===== src/rtl/tcpop_pkg.sv =====
`timescale 1ns / 1ps
`default_nettype none

package tcpop_pkg;

  // local window scale applied once the peer offers scaling
  localparam logic [2:0] LOCAL_SHIFT_ON = 3'd7;

  // option kinds
  localparam logic [7:0] KIND_EOL    = 8'd0;
  localparam logic [7:0] KIND_NOP    = 8'd1;
  localparam logic [7:0] KIND_MSS    = 8'd2;
  localparam logic [7:0] KIND_WSCALE = 8'd3;
  localparam logic [7:0] KIND_SACKOK = 8'd4;

  // end of walk causes
  localparam logic [1:0] CAUSE_RAN_OUT   = 2'd0;
  localparam logic [1:0] CAUSE_EOL       = 2'd1;
  localparam logic [1:0] CAUSE_TRUNCATED = 2'd2;
  localparam logic [1:0] CAUSE_ZERO_LEN  = 2'd3;

  typedef struct packed {
    logic        mss_seen;
    logic [15:0] peer_mss;
    logic        scale_seen;
    logic [7:0]  peer_shift;
    logic [2:0]  own_shift;
    logic        sack_seen;
    logic [1:0]  end_cause;
  } res_t;

endpackage

`default_nettype wire


===== src/rtl/tcpop_walk.sv =====
`timescale 1ns / 1ps
`default_nettype none

module tcpop_walk (
  input  wire                clk,
  input  wire                rst_n,
  input  wire                adv,
  input  wire  [7:0]         opt_byte,
  input  wire                last,
  output tcpop_pkg::res_t    res
);
  import tcpop_pkg::*;

  localparam logic [1:0] PH_KIND = 2'd0;
  localparam logic [1:0] PH_LEN  = 2'd1;
  localparam logic [1:0] PH_BODY = 2'd2;
  localparam logic [1:0] PH_STOP = 2'd3;

  logic [1:0]  phase_r, phase_nxt;
  logic [7:0]  kind_r, kind_nxt;
  logic [7:0]  left_r, left_nxt;
  logic [15:0] field_r, field_nxt;
  logic [1:0]  stop_r, stop_nxt;
  logic        mss_flag_r, mss_flag_nxt;
  logic [15:0] mss_val_r, mss_val_nxt;
  logic        scale_flag_r, scale_flag_nxt;
  logic [7:0]  scale_val_r, scale_val_nxt;
  logic [2:0]  lshift_r, lshift_nxt;
  logic        sack_flag_r, sack_flag_nxt;
  logic [7:0]  left_dec;
  logic [15:0] field_sh;
  logic [1:0]  cause;

  assign field_sh = {field_r[7:0], opt_byte};
  assign left_dec = (left_r != 8'd0) ? (left_r - 8'd1) : left_r;

  always_comb begin
    phase_nxt      = phase_r;
    kind_nxt       = kind_r;
    left_nxt       = left_r;
    field_nxt      = field_r;
    stop_nxt       = stop_r;
    mss_flag_nxt   = mss_flag_r;
    mss_val_nxt    = mss_val_r;
    scale_flag_nxt = scale_flag_r;
    scale_val_nxt  = scale_val_r;
    lshift_nxt     = lshift_r;
    sack_flag_nxt  = sack_flag_r;
    unique case (phase_r)
      PH_KIND: begin
        if (opt_byte == KIND_EOL) begin
          stop_nxt  = CAUSE_EOL;
          phase_nxt = PH_STOP;
        end else if (opt_byte != KIND_NOP) begin
          kind_nxt  = opt_byte;
          phase_nxt = PH_LEN;
        end
      end
      PH_LEN: begin
        // known kinds take fixed lengths, their length byte is ignored
        if (kind_r == KIND_SACKOK) begin
          sack_flag_nxt = 1'b1;
          phase_nxt     = PH_KIND;
        end else if (kind_r == KIND_MSS) begin
          field_nxt = 16'd0;
          left_nxt  = 8'd2;
          phase_nxt = PH_BODY;
        end else if (kind_r == KIND_WSCALE) begin
          field_nxt = 16'd0;
          left_nxt  = 8'd1;
          phase_nxt = PH_BODY;
        end else if (opt_byte == 8'd0) begin
          stop_nxt  = CAUSE_ZERO_LEN;
          phase_nxt = PH_STOP;
        end else if (opt_byte <= 8'd2) begin
          phase_nxt = PH_KIND;
        end else begin
          left_nxt  = opt_byte - 8'd2;
          phase_nxt = PH_BODY;
        end
      end
      PH_BODY: begin
        field_nxt = field_sh;
        left_nxt  = left_dec;
        if (left_dec == 8'd0) begin
          if (kind_r == KIND_MSS) begin
            mss_flag_nxt = 1'b1;
            mss_val_nxt  = field_sh;
          end else if (kind_r == KIND_WSCALE) begin
            scale_flag_nxt = 1'b1;
            scale_val_nxt  = field_sh[7:0];
            lshift_nxt     = LOCAL_SHIFT_ON;
          end
          phase_nxt = PH_KIND;
        end
      end
      PH_STOP: begin
      end
      default: begin
      end
    endcase
  end

  always_comb begin
    if (phase_nxt == PH_STOP) cause = stop_nxt;
    else if (phase_nxt == PH_LEN || phase_nxt == PH_BODY) cause = CAUSE_TRUNCATED;
    else cause = CAUSE_RAN_OUT;
  end

  assign res.mss_seen   = mss_flag_nxt;
  assign res.peer_mss   = mss_val_nxt;
  assign res.scale_seen = scale_flag_nxt;
  assign res.peer_shift = scale_val_nxt;
  assign res.own_shift  = lshift_nxt;
  assign res.sack_seen  = sack_flag_nxt;
  assign res.end_cause  = cause;

  always_ff @(posedge clk) begin
    if (!rst_n) begin
      phase_r      <= PH_KIND;
      kind_r       <= 8'd0;
      left_r       <= 8'd0;
      field_r      <= 16'd0;
      stop_r       <= CAUSE_RAN_OUT;
      mss_flag_r   <= 1'b0;
      mss_val_r    <= 16'd0;
      scale_flag_r <= 1'b0;
      scale_val_r  <= 8'd0;
      lshift_r     <= 3'd0;
      sack_flag_r  <= 1'b0;
    end else if (adv) begin
      // walk state starts over at each segment boundary
      if (last) begin
        phase_r <= PH_KIND;
        kind_r  <= 8'd0;
        left_r  <= 8'd0;
        field_r <= 16'd0;
        stop_r  <= CAUSE_RAN_OUT;
      end else begin
        phase_r <= phase_nxt;
        kind_r  <= kind_nxt;
        left_r  <= left_nxt;
        field_r <= field_nxt;
        stop_r  <= stop_nxt;
      end
      mss_flag_r   <= mss_flag_nxt;
      mss_val_r    <= mss_val_nxt;
      scale_flag_r <= scale_flag_nxt;
      scale_val_r  <= scale_val_nxt;
      lshift_r     <= lshift_nxt;
      sack_flag_r  <= sack_flag_nxt;
    end
  end

endmodule

`default_nettype wire


===== src/rtl/tcpop_obuf.sv =====
`timescale 1ns / 1ps
`default_nettype none

module tcpop_obuf (
  input  wire              clk,
  input  wire              rst_n,
  input  wire              load,
  input  tcpop_pkg::res_t  res,
  output logic             free,
  output logic             out_tvalid,
  input  wire              out_tready,
  output tcpop_pkg::res_t  out_res
);
  import tcpop_pkg::*;

  logic valid_r;
  res_t res_r;

  assign free       = !valid_r || out_tready;
  assign out_tvalid = valid_r;
  assign out_res    = res_r;

  always_ff @(posedge clk) begin
    if (!rst_n) begin
      valid_r <= 1'b0;
    end else if (free) begin
      valid_r <= load;
    end
  end

  always_ff @(posedge clk) begin
    if (free && load) begin
      res_r <= res;
    end
  end

endmodule

`default_nettype wire


===== src/rtl/tcp_option_parser.sv =====
`timescale 1ns / 1ps
`default_nettype none

// out_tvalid rises once the last byte leaves the stage register and its result is loaded
// throughput: one option byte per cycle unless a last byte waits on the result buffer,
//   the walk state updates in one step between the input and the result register
// one result per segment, issued for the byte with in_tlast
// reset: synchronous active low, clears the walk state, sticky flags and values

module tcp_option_parser (
  input  wire         clk,
  input  wire         rst_n,
  input  wire         in_tvalid,
  output logic        in_tready,
  input  wire  [7:0]  in_tdata,   // [7:0] option_byte
  input  wire         in_tlast,   // last_byte
  output logic        out_tvalid,
  input  wire         out_tready,
  // [0] mss_seen, [16:1] peer_mss, [17] scale_seen, [25:18] peer_shift,
  // [28:26] own_shift, [29] sack_seen, [31:30] end_cause
  output logic [31:0] out_tdata
);
  import tcpop_pkg::*;

  logic       stg_v_r;
  logic [7:0] stg_byte_r;
  logic       stg_last_r;
  logic       stg_adv;
  logic       obuf_free;
  res_t       walk_res;
  res_t       out_res;

  // a non-last byte never waits on the result side
  assign stg_adv   = stg_v_r && (!stg_last_r || obuf_free);
  assign in_tready = !stg_v_r || stg_adv;

  always_ff @(posedge clk) begin
    if (!rst_n) begin
      stg_v_r <= 1'b0;
    end else if (in_tvalid && in_tready) begin
      stg_v_r <= 1'b1;
    end else if (stg_adv) begin
      stg_v_r <= 1'b0;
    end
  end

  always_ff @(posedge clk) begin
    if (in_tvalid && in_tready) begin
      stg_byte_r <= in_tdata;
      stg_last_r <= in_tlast;
    end
  end

  tcpop_walk u_walk (
    .clk      (clk),
    .rst_n    (rst_n),
    .adv      (stg_adv),
    .opt_byte (stg_byte_r),
    .last     (stg_last_r),
    .res      (walk_res)
  );

  tcpop_obuf u_obuf (
    .clk        (clk),
    .rst_n      (rst_n),
    .load       (stg_adv && stg_last_r),
    .res        (walk_res),
    .free       (obuf_free),
    .out_tvalid (out_tvalid),
    .out_tready (out_tready),
    .out_res    (out_res)
  );

  assign out_tdata = {out_res.end_cause, out_res.sack_seen, out_res.own_shift,
                      out_res.peer_shift, out_res.scale_seen, out_res.peer_mss,
                      out_res.mss_seen};

  a_empty_stage_ready: assert property (@(posedge clk) disable iff (!rst_n)
    !stg_v_r |-> in_tready)
    else $error("input stalled with empty stage");

  a_mid_byte_flows: assert property (@(posedge clk) disable iff (!rst_n)
    (stg_v_r && !stg_last_r) |-> in_tready)
    else $error("non-last byte held back");

  a_own_shift_needs_scale: assert property (@(posedge clk) disable iff (!rst_n)
    out_tvalid |-> (out_res.own_shift == 3'd0 || out_res.scale_seen))
    else $error("own shift set without peer scale");

  a_result_only_on_last: assert property (@(posedge clk) disable iff (!rst_n)
    (out_tvalid && !$past(out_tvalid)) |-> $past(stg_adv && stg_last_r))
    else $error("result without a last byte");

endmodule

`default_nettype wire

===== config.mk =====
export PLATFORM = sky130hd
export DESIGN_NAME = tcp_option_parser
export DESIGN_NICKNAME = d
export VERILOG_FILES = /design/src/rtl/tcpop_pkg.sv /design/src/rtl/tcpop_walk.sv /design/src/rtl/tcpop_obuf.sv /design/src/rtl/tcp_option_parser.sv
export SDC_FILE = /design/constraint.sdc
export NUM_CORES = 1
export LEC_CHECK = 0
export ABC_CLOCK_PERIOD_IN_PS = 3300
export BUFFER_PORTS_ARGS = -buffer_cell sky130_fd_sc_hd__buf_2
export CORE_MARGIN = 5
export CORE_UTILIZATION = 59
export DETAILED_ROUTE_END_ITERATION = 12
export PLACE_DENSITY_LB_ADDON = 0.05
export SYNTH_ARGS = -nofsm -noshare
export SYNTH_HDL_FRONTEND = slang
export SYNTH_HIERARCHICAL = 1
export SYNTH_SLANG_ARGS = --single-unit

===== constraint.sdc =====
create_clock -name clk -period 3.3 [get_ports clk]
set_input_delay 0.165 -clock clk [delete_from_list [all_inputs] [get_ports clk]]
set_output_delay 0.165 -clock clk [all_outputs]
set_load 0.03 [all_outputs]

==> out/metrics.cfg, run 1 <==
[final_layout]
final_cells = 605
final_cell_mix = 66 x nand2_1, 60 x dfxtp_1, 46 x buf_2
layout-drive-gt1-share_pct = 25.0
antennaDiodeCount = 0
nets = 514
mostFrequentLayoutCell = nand2_1
area_growth_pct = 12.4

[worst_setup_path]
arrival_ns = 2.98
critPathTopFamily = simple AND/OR/NAND/NOR gates
cpPeakStageDelay_ns = 0.46
critPathSlowestCell = a221o_2
critPathCaptureType = flip-flop
r2r_end = u_obuf/out_res[23]
path_class = flip-flop to flip-flop
required_ns = 3.42
r2r_cells = 8
startpoint_type = flip-flop
ff2ff_setup_slack_ns = 0.44
path_cells = inv_1 > ha_1 > nor3b_2 > nand3_1 > a221o_2 > nor4_4 > buf_4 > mux2_2
critical_path.startpoint = u_walk/left_r[0]
path_max_fanout = 17
path_buf_inv = 2
rr_startpoint = u_walk/left_r[0]

[route]
drt-met1-wl_microns = 4680
firstDrtPassIters = 4
wl_per_cell_microns = 17.9
drt-total-wl_microns = 10800
dr_wl_met2_microns = 5470
drc = 0
vias_per_cell = 5.94
top_layer = met4
via_count = 3591
drt-initial-drc-count = 164
ant_nets = 0
wl_met3_microns = 486

[global_routing]
track_usage_pct = 22.6
grt_antenna_before_repair = 0
grt_pass1_vias = 3515
grt_max_degree = 33
grt_overflow = 0
grt_pass1_wl_microns = 17800

[synthesis]
ys_warn_count = 6
synth_area_sq_mm = 0.00475
synthFlopType = dfxtp_1
ys_ff_latch = 101
syn_nets = 465
ys_types = 62
synth_edf_count = 41
avgSynthCellArea_sq_um = 10.6
async_reset_ff_share_pct = 0
yosysSeqAreaShare_pct = 51.3
synth_cells = 449

[clock_tree]
htreeDepth = 3
cts_tree = yes
cts_made_buffers = 9
post-cts-setup-buffer-count = 0
clockBufferDepth = 2
insertion_delay_ns = 0.37
cts.sinks = 101
cts_resized = 0
hold_buffers = 9
clkTransAtPathRegs_ns = 0.10
root_buffer = clkbuf_8

[floorplan]
die_x_microns = 99.7
start_util_pct = 61.1
rows = 32
fp.dieArea_sq_mm = 0.00994
core_area_sq_mm = 0.00777
die_y_microns = 99.7
io_pins = 47

[pwr]
p_leak_nw = 2.18
pwr_density_cell_mw_per_mm2 = 433
total_power_mw = 2.31
vdd_drop_max_uv = 312

[placement]
port_buffers = 46
dp_hpwl_microns = 7380
placedCellCount = 580
place.gp.congestion = 0.894

[outcome]
outcome = finished, final reports clean

[hold_path]
hold_class = primary input to flip-flop
min_to = stg_v_r
hold_depth = 3
min-delay-start = in_tvalid

[sta]
tns_ns = 0
fin_skew_ns = 0.0103
setup_violations = 0
fin_crit_sh_pct = 86.5
slew_violations = 0
maxSlewHeadroom_pct = 56.5
layout_min_cycle_time_ns = 2.86
hold_viol_final = 0
tightest_slew_ns = 0.643
fmaxAchievable_ghz = 0.350
rsz0062_at_grt = no

[flow_run]
maxCapViolations = 0

[per-stage QoR]
stage	instance area [sq um]	hold WS (ns)	setup WS, ns	util, %
finish	5340	0.0376	0.445	68.7
floorplan	4750	0.264	0.527	-
detailed placement	5050	0.347	0.449	65.1
CTS	5340	0.0216	0.451	68.7
global placement	5050	0.345	0.541	65.1
global route	5340	0.0378	0.260	68.7
[logic make-up (layout without fill, tap and decap cells)]
family	count (synthesis)	after routing	share of synthesized area, %
AO/OA/AOI/OAI	82	82	11.7
XOR/XNOR	8	8	1.48
adder cells (fa/ha/maj)	3	3	0.791
buffers and inverters	48	102	4.75
flip-flops	101	101	51.3
multiplexers	53	53	11.8
AND/OR/NAND/NOR	154	154	18.2
[cells in the mapped netlist, drive strengths merged (2+ instances only)]
cell type / count / area share (%)
a211o: 2 / 0.37
a21boi: 4 / 0.79
a21o: 2 / 0.32
a21oi: 22 / 2.3
a31oi: 5 / 0.66
a32o: 2 / 0.42
and2: 3 / 0.50
buf: 12 / 1.9
clkbuf: 21 / 1.7
dfxtp: 60 / 25
edfxtp: 41 / 26
ha: 3 / 0.79
inv: 15 / 1.2
mux2: 24 / 5.7
mux2i: 29 / 6.1
nand2: 66 / 5.2
nand2b: 5 / 0.82
nand3: 8 / 0.84
nand3b: 2 / 0.58
nand4b: 5 / 0.92
nor2: 16 / 1.3
nor2b: 2 / 0.26
nor3: 6 / 0.63
nor3b: 4 / 0.74
nor4: 15 / 2.8
nor4b: 2 / 0.69
o211a: 3 / 0.63
o211ai: 2 / 0.32
o21a: 6 / 0.95
o21ai: 11 / 1.2
o21bai: 9 / 1.4
o22ai: 4 / 0.53
o31ai: 3 / 0.47
or2: 8 / 1.1
or3: 5 / 0.66
or4: 2 / 0.32
or4b: 2 / 0.42
xnor2: 5 / 0.92
xor2: 3 / 0.55
[routing by layer]
layer | up-vias | global-route usage [%]
met1 | 1758 | 27.2
met2 | 99 | 38.9
met5 | - | 0
li1 | 1715 | -
met3 | 19 | 5.75
met4 | 0 | 8.40
[final cells by class]
type | instances | area (sq um)
clock buffers | 9 | 124
multi-input cells | 300 | 2090
flip-flops and latches | 101 | 2430
repair buffers | 71 | 440
clock inverters | 7 | 67.6
well taps | 102 | 128
fillers | 624 | 2430
inverters | 15 | 56.3
[worst max-delay path by stage]
| stage | end | slack (ns) | cells past startpoint |
|---|---|---|---|
| after global placement | u_obuf/out_res[27] | 0.54 | 8 |
| after global routing | u_obuf/out_res[23] | 0.26 | 8 |
| after floorplan | u_obuf/out_res[16] | 0.53 | 8 |
| after CTS | u_obuf/out_res[23] | 0.45 | 8 |
| after detailed placement | u_obuf/out_res[23] | 0.45 | 8 |
| final | u_obuf/out_res[23] | 0.44 | 8 |
[registers in the layout (all words and copies together) (netlist names), 2 cells and up]
name / flops
u_walk/left_r: 8
u_walk/kind_r: 8
u_walk/stop_r: 2
u_walk/phase_r: 2
u_walk/scale_val_r: 8
u_obuf/out_res: 32
u_walk/lshift_r: 3
stg_byte_r: 8
u_walk/field_r: 8
u_walk/mss_val_r: 16
[report_power, final]
group / total [mW] / internal [mW] / leakage [nW] / switching [mW]
Sequential: 1.34 / 1.32 / 0.872 / 0.0264
Clock: 0.751 / 0.294 / 0.0993 / 0.457
Combinational: 0.214 / 0.0773 / 1.21 / 0.137
Total: 2.31 / 1.69 / 2.18 / 0.620
[worst register-to-register path, cell delays in order (launching register included)]
cell and delay [ns]:
dfxtp_1 0.38, inv_1 0.09, ha_1 0.20, nor3b_2 0.36, nand3_1 0.17, a221o_2 0.46
nor4_4 0.29, buf_4 0.30, mux2_2 0.37
No activity file was read; power rests on OpenSTA's default activity.
==> run 2: changes to the inputs <==
Settings changed: CORE_UTILIZATION 59 to 58, SYNTH_HIERARCHICAL 1 to default.
==> run 2 against run 1 <==
First-iteration DRC count shrank 6.7%. Via count down 9.6%. Synthesized cell count fell by 5.1%. Combinational power up 4%. Hold slack improved by 0.025 ns. Register-to-register slack got worse by 0.25 ns. Setup slack got worse by 0.25 ns. Critical path depth increased by 1. Area after synthesis down 3.5%. Critical path type unchanged. Largest power group unchanged.
==> out/metrics.cfg, run 2 <==
[sta]
hold_viol_final = 0  ; unchanged
tightest_slew_ns = 0.924  ; was 0.643 ns
maxSlewHeadroom_pct = 37.9  ; was 56.5%
rsz0062_at_grt = no  ; unchanged
fin_crit_sh_pct = 94.2  ; was 86.5%
tns_ns = 0  ; unchanged
slew_violations = 0  ; unchanged
fmaxAchievable_ghz = 0.322  ; was 0.350 GHz
fin_skew_ns = 0.0186  ; was 0.0103 ns
setup_violations = 0  ; unchanged
fin_ws_ns = 0.190  ; was 0.445 ns
layout_min_cycle_time_ns = 3.11  ; was 2.86 ns

[synthesis]
async_reset_ff_share_pct = 0  ; unchanged
syn_nets = 442  ; was 465
yosys-top-cells-count = 60 x dfxtp_1, 59 x nand2_1, 41 x edfxtp_1  ; was 66 x nand2_1, 60 x dfxtp_1, 41 x edfxtp_1
synthTopCellsByArea = edfxtp_1 27%, dfxtp_1 26%, mux2_2 5.9%  ; was edfxtp_1 26%, dfxtp_1 25%, mux2i_1 6.1%
avgSynthCellArea_sq_um = 10.7  ; was 10.6 sq um
synthFlopType = dfxtp_1  ; unchanged
ys_ff_latch = 101  ; unchanged
synth_area_sq_mm = 0.00458  ; was 0.00475 sq mm
synth_most_common_cell = dfxtp_1  ; was nand2_1
synth_edf_count = 41  ; unchanged
ys_types = 60  ; was 62
yosysSeqAreaShare_pct = 53.1  ; was 51.3%
synth_top_area_share_pct = 26.9  ; was 25.9%
yosys.area.top_type = edfxtp_1  ; unchanged
ys_warn_count = 0  ; was 6
synth_cells = 426  ; was 449

[final_layout]
largest_reg_flops = 32  ; unchanged
layout-drive-gt1-share_pct = 22.5  ; was 25.0%
final_cell_mix = 60 x dfxtp_1, 59 x nand2_1, 46 x buf_2  ; was 66 x nand2_1, 60 x dfxtp_1, 46 x buf_2
mostFrequentLayoutCell = dfxtp_1  ; was nand2_1
nets = 487  ; was 514
final_cells = 578  ; was 605
layout.cell_area.non_filler_sq_mm = 0.00520  ; was 0.00534 sq mm
fin_util_pct = 67.2  ; was 68.7%
antennaDiodeCount = 0  ; unchanged
area_growth_pct = 13.5  ; was 12.4%

[global_routing]
grt_pass1_wl_microns = 16600  ; was 17800 microns
grt_antenna_before_repair = 0  ; unchanged
grt_pass1_vias = 3297  ; was 3515
track_usage_pct = 21.3  ; was 22.6%
grt_max_degree = 45  ; was 33
grt_overflow = 0  ; unchanged

[floorplan]
fp.dieArea_sq_mm = 0.00977  ; was 0.00994 sq mm
start_util_pct = 59.3  ; was 61.1%
rows = 32  ; unchanged
die_x_microns = 98.9  ; was 99.7 microns
core_area_sq_mm = 0.00773  ; was 0.00777 sq mm
io_pins = 47  ; unchanged
die_y_microns = 98.9  ; was 99.7 microns

[worst_setup_path]
path_buf_inv = 2  ; unchanged
startpoint_type = flip-flop  ; unchanged
path_cells = inv_1 > ha_1 > or3b_1 > o41ai_1 > a32oi_1 > or4_1 > buf_12 > nor2_8 > mux2i_1  ; was inv_1 > ha_1 > nor3b_2 > nand3_1 > a221o_2 > nor4_4 > buf_4 > mux2_2
critPathCaptureType = flip-flop  ; unchanged
cpPeakStageDelay_ns = 0.59  ; was 0.46 ns
arrival_ns = 3.41  ; was 2.98 ns
path_class = flip-flop to flip-flop  ; unchanged
path_max_fanout = 18  ; was 17
critPathTopFamily = simple AND/OR/NAND/NOR gates  ; unchanged
critPathSlowestCell = or4_1  ; was a221o_2
required_ns = 3.60  ; was 3.42 ns

[route]
via_count = 3247  ; was 3591
drt-total-wl_microns = 9870  ; was 10800 microns
wl_per_cell_microns = 17.1  ; was 17.9 microns
drc = 0  ; unchanged
firstDrtPassIters = 5  ; was 4
vias_per_cell = 5.62  ; was 5.94
drt-initial-drc-count = 153  ; was 164
ant_nets = 0  ; unchanged

[clock_tree]
insertion_delay_ns = 0.38  ; was 0.37 ns
clockBufferDepth = 2  ; unchanged
cts_tree = yes  ; unchanged
htreeDepth = 3  ; unchanged
clkTransAtPathRegs_ns = 0.11  ; was 0.10 ns
cts_resized = 0  ; unchanged
cts_made_buffers = 9  ; unchanged
post-cts-setup-buffer-count = 0  ; unchanged
cts.sinks = 101  ; unchanged
root_buffer = clkbuf_8  ; unchanged

[placement]
port_buffers = 46  ; unchanged
place.gp.congestion = 0.920  ; was 0.894
dp_hpwl_microns = 6720  ; was 7380 microns
placedCellCount = 553  ; was 580
post_dp_cell_area_sq_mm = 0.00488  ; was 0.00505 sq mm
dp_slack_ns = 0.249  ; was 0.449 ns

[flow_run]
maxCapViolations = 0  ; unchanged

[pwr]
vdd_drop_max_uv = 289  ; was 312 uV
p_leak_nw = 1.96  ; was 2.18 nW
pwr_density_cell_mw_per_mm2 = 466  ; was 433 mW/mm^2

[outcome]
outcome = finished, final reports clean  ; unchanged

[hold_path]
hold_class = primary input to flip-flop  ; unchanged

==> run 2: path summary, 6_finish.rpt <==
kind,startpoint,to,slack [ns],cells past startpoint
setup / recovery,u_walk.left_r[0],u_walk.mss_val_r[2],0.19,9
hold / removal,in_tvalid,stg_v_r,0.06,3
setup reg to reg,u_walk.left_r[0],u_walk.mss_val_r[2],0.19,9
hold reg to reg,u_walk.mss_val_r[6],u_walk.mss_val_r[6],0.46,2
==> run 2: kinds of logic after synthesis <==
family          Yosys count  share of synthesized area [%]
fa+ha+maj                 3                          0.820
buf+inv                  38                           4.13
simple gates            149                           17.1
mux                      52                           12.1
compound gates           75                           11.2
xor+xnor                  8                           1.53
flops                   101                           53.1
==> run 2: stage by stage <==
step                      hold WS, ns  total power, mW
after floorplan                 0.264             1.53
after global placement          0.342             1.60
after detailed placement        0.343             1.60
after CTS                      0.0536             2.44
after global routing           0.0840             2.53
final                          0.0627             2.42
==> run 2: layout make-up <==
cell class	count	area (sq um)
clock buffer	9	124
clock inverter	7	97.6
fill	622	2530
inverter	5	18.8
multi-input combinational	287	1960
sequential	101	2430
tap	102	128
timing repair buffer	67	435
==> run 2: worst register-to-register path: stages (launching register included) <==
cell     delay (ns)
dfxtp_1        0.38
inv_1          0.12
ha_1           0.29
or3b_1         0.46
o41ai_1        0.28
a32oi_1        0.13
or4_1          0.59
buf_12         0.19
nor2_8         0.35
mux2i_1        0.25
==> run 2: report_power, final <==
part,total (mW),switching [mW],internal [mW]
combinational,0.223,0.140,0.0830
sequential,1.36,0.0293,1.33
clock,0.843,0.468,0.375
==> run 2: what timing repair did <==
| item | in CTS | in global routing |
|---|---|---|
| hold endpoints to repair | 9 | 0 |
| hold buffers | 9 | 0 |
| setup endpoints to repair | 0 | 0 |
==> run 2: per-layer routing <==
metal	up-vias	part of all wire [%]	global-route usage, %
met1	1527	42	26.4
met5	-	0	0
met2	77	50	36.5
li1	1622	-	-
met3	21	4.9	3.68
met4	0	2.5	8.93
==> run 3: changes to the inputs <==
Settings changed: REMOVE_ABC_BUFFERS from default to 1.
==> run 3 against run 2 <==
Via count up 1.9%. Global-route usage shrank 1.8 points. Fmax is 1.8% lower. Clock-buffer cell count is 2 higher. Clock skew is 0.0076 ns lower. Clock power down 12%. Setup slack worse by 0.058 ns.
==> out/metrics.cfg, run 3 (synthesized netlist as in run 2, its figures left out) <==
[outcome]
outcome = finished, final reports clean  ; unchanged

[placement]
dp_hpwl_microns = 6450  ; was 6720 microns
place.gp.congestion = 0.928  ; was 0.920
port_buffers = 46  ; unchanged

[route]
ant_nets = 0  ; unchanged
drt-initial-drc-count = 134  ; was 153
wl_per_cell_microns = 16.4  ; was 17.1 microns
firstDrtPassIters = 4  ; was 5
drt-total-wl_microns = 9520  ; was 9870 microns
vias_per_cell = 5.72  ; was 5.62
drc = 0  ; unchanged
via_count = 3309  ; was 3247

[floorplan]
io_pins = 47  ; unchanged
core_area_sq_mm = 0.00773  ; unchanged
fp.dieArea_sq_mm = 0.00977  ; unchanged
die_x_microns = 98.9  ; unchanged
die_y_microns = 98.9  ; unchanged
rows = 32  ; unchanged
start_util_pct = 59.3  ; unchanged

[clock_tree]
cts.sinks = 101  ; unchanged
cts_resized = 0  ; unchanged
clkTransAtPathRegs_ns = 0.10  ; was 0.11 ns
insertion_delay_ns = 0.36  ; was 0.38 ns
cts_made_buffers = 9  ; unchanged
cts_tree = yes  ; unchanged
clockBufferDepth = 2  ; unchanged
htreeDepth = 3  ; unchanged
root_buffer = clkbuf_8  ; unchanged

[worst_setup_path]
path_cells = inv_1 > ha_1 > or3b_1 > o41ai_1 > a32oi_1 > or4_1 > buf_4 > mux2_2  ; was inv_1 > ha_1 > or3b_1 > o41ai_1 > a32oi_1 > or4_1 > buf_12 > nor2_8 > mux2i_1
path_max_fanout = 9  ; was 18
startpoint_type = flip-flop  ; unchanged
critPathSlowestCell = or4_1  ; unchanged
cpPeakStageDelay_ns = 0.70  ; was 0.59 ns
arrival_ns = 3.28  ; was 3.41 ns
required_ns = 3.41  ; was 3.60 ns
critPathCaptureType = flip-flop  ; unchanged
path_class = flip-flop to flip-flop  ; unchanged

[sta]
slew_violations = 0  ; unchanged
hold_viol_final = 0  ; unchanged
fin_skew_ns = 0.0110  ; was 0.0186 ns
rsz0062_at_grt = no  ; unchanged
fin_crit_sh_pct = 96.0  ; was 94.2%
maxSlewHeadroom_pct = 36.9  ; was 37.9%
tightest_slew_ns = 0.942  ; was 0.924 ns
layout_min_cycle_time_ns = 3.17  ; was 3.11 ns
tns_ns = 0  ; unchanged
whs_ns = 0.0616  ; was 0.0627 ns
setup_violations = 0  ; unchanged
fmaxAchievable_ghz = 0.316  ; was 0.322 GHz

[final_layout]
final_cell_mix = 60 x dfxtp_1, 59 x nand2_1, 46 x buf_2  ; unchanged
largest_reg_flops = 32  ; unchanged
mostFrequentLayoutCell = dfxtp_1  ; unchanged
area_growth_pct = 12.8  ; was 13.5%
antennaDiodeCount = 0  ; unchanged
nets = 488  ; was 487
layout-drive-gt1-share_pct = 22.4  ; was 22.5%

[pwr]
clkPwrFrac_pct = 32.0  ; was 34.8%
switching_share_pct = 26.0  ; was 26.3%
pwr_density_cell_mw_per_mm2 = 448  ; was 466 mW/mm^2
internal_power_mw = 1.71  ; was 1.78 mW
p_leak_nw = 1.95  ; was 1.96 nW
seqPwrFrac_pct = 58.5  ; was 56.0%
vdd_drop_max_uv = 232  ; was 289 uV
comb_power_share_pct = 9.5  ; was 9.2%
switching_power_uw = 601  ; was 637 uW

[global_routing]
grt_overflow = 0  ; unchanged
grt_pass1_vias = 3188  ; was 3297
grt_max_degree = 55  ; was 45
grt_antenna_before_repair = 0  ; unchanged
grt_pass1_wl_microns = 15300  ; was 16600 microns
track_usage_pct = 19.5  ; was 21.3%

[hold_path]
hold_class = primary input to flip-flop  ; unchanged

[flow_run]
maxCapViolations = 0  ; unchanged

run 3: per-stage QoR:
| step | area, sq um | setup WS [ns] | utilization [%] | power, mW | std cells |
|---|---|---|---|---|---|
| finish | 5170 | 0.133 | 66.9 | 2.32 | 579 |
| global route | 5170 | 0.0124 | 66.9 | 2.41 | 579 |
| CTS | 5140 | 0.139 | 66.5 | 2.33 | 577 |
| detailed placement | 4860 | 0.178 | 63.0 | 1.59 | 552 |
| global placement | 4860 | 0.325 | 63.0 | 1.59 | 552 |
| floorplan | 4410 | 0.319 | - | 1.51 | 393 |
run 3: final cells by class:
cell class	instances	area, sq um
clock buffers	11	141
clock inverters	5	42.5
fillers	618	2560
inverters	5	18.8
multi-input cells	287	1960
flip-flops and latches	101	2430
well taps	102	128
repair buffers	68	443
run 3: metal layers:
layer | vias to the layer above | GRT usage (%) | part of all wire [%]
met4 | 0 | 7.35 | 2.0
met5 | - | 0 | 0
li1 | 1617 | - | -
met2 | 95 | 32.9 | 49
met3 | 16 | 3.75 | 5.1
met1 | 1581 | 24.7 | 44
run 3: path summary, 6_finish.rpt:
path / cells after the start / startpoint / slack (ns) / endpoint
hold reg to reg: 2 / u_walk.mss_val_r[14] / 0.46 / u_walk.mss_val_r[14]
setup / recovery: 8 / u_walk.left_r[0] / 0.13 / u_obuf.out_res[10]
setup reg to reg: 8 / u_walk.left_r[0] / 0.13 / u_obuf.out_res[10]
hold / removal: 3 / in_tvalid / 0.06 / stg_v_r
run 3: worst max-delay path, delay by kind of cell, from the launching register on:
| family | cells | cell delay, ns |
|---|---|---|
| buf+inv | 2 | 0.36 |
| mux | 1 | 0.28 |
| simple gates | 2 | 1.17 |
| fa+ha+maj | 1 | 0.29 |
| compound gates | 2 | 0.43 |
| flops | 1 | 0.38 |
run 3: power by group through the flow:
stage | clock (mW) | sequential [mW] | combinational [mW]
3_3_place_gp | 0 | 1.38 | 0.207
5_1_grt | 0.812 | 1.36 | 0.238
6_report | 0.741 | 1.36 | 0.219
4_1_cts | 0.753 | 1.36 | 0.219
3_5_place_dp | 0 | 1.38 | 0.209
2_1_floorplan | 0 | 1.41 | 0.103
run 3: timing repair:
item                                    4_1_cts  5_1_grt
buffers inserted                              0        2
hold buffers                                  9        0
endpoints found under the setup margin        0        4
hold endpoints to repair                      9        0
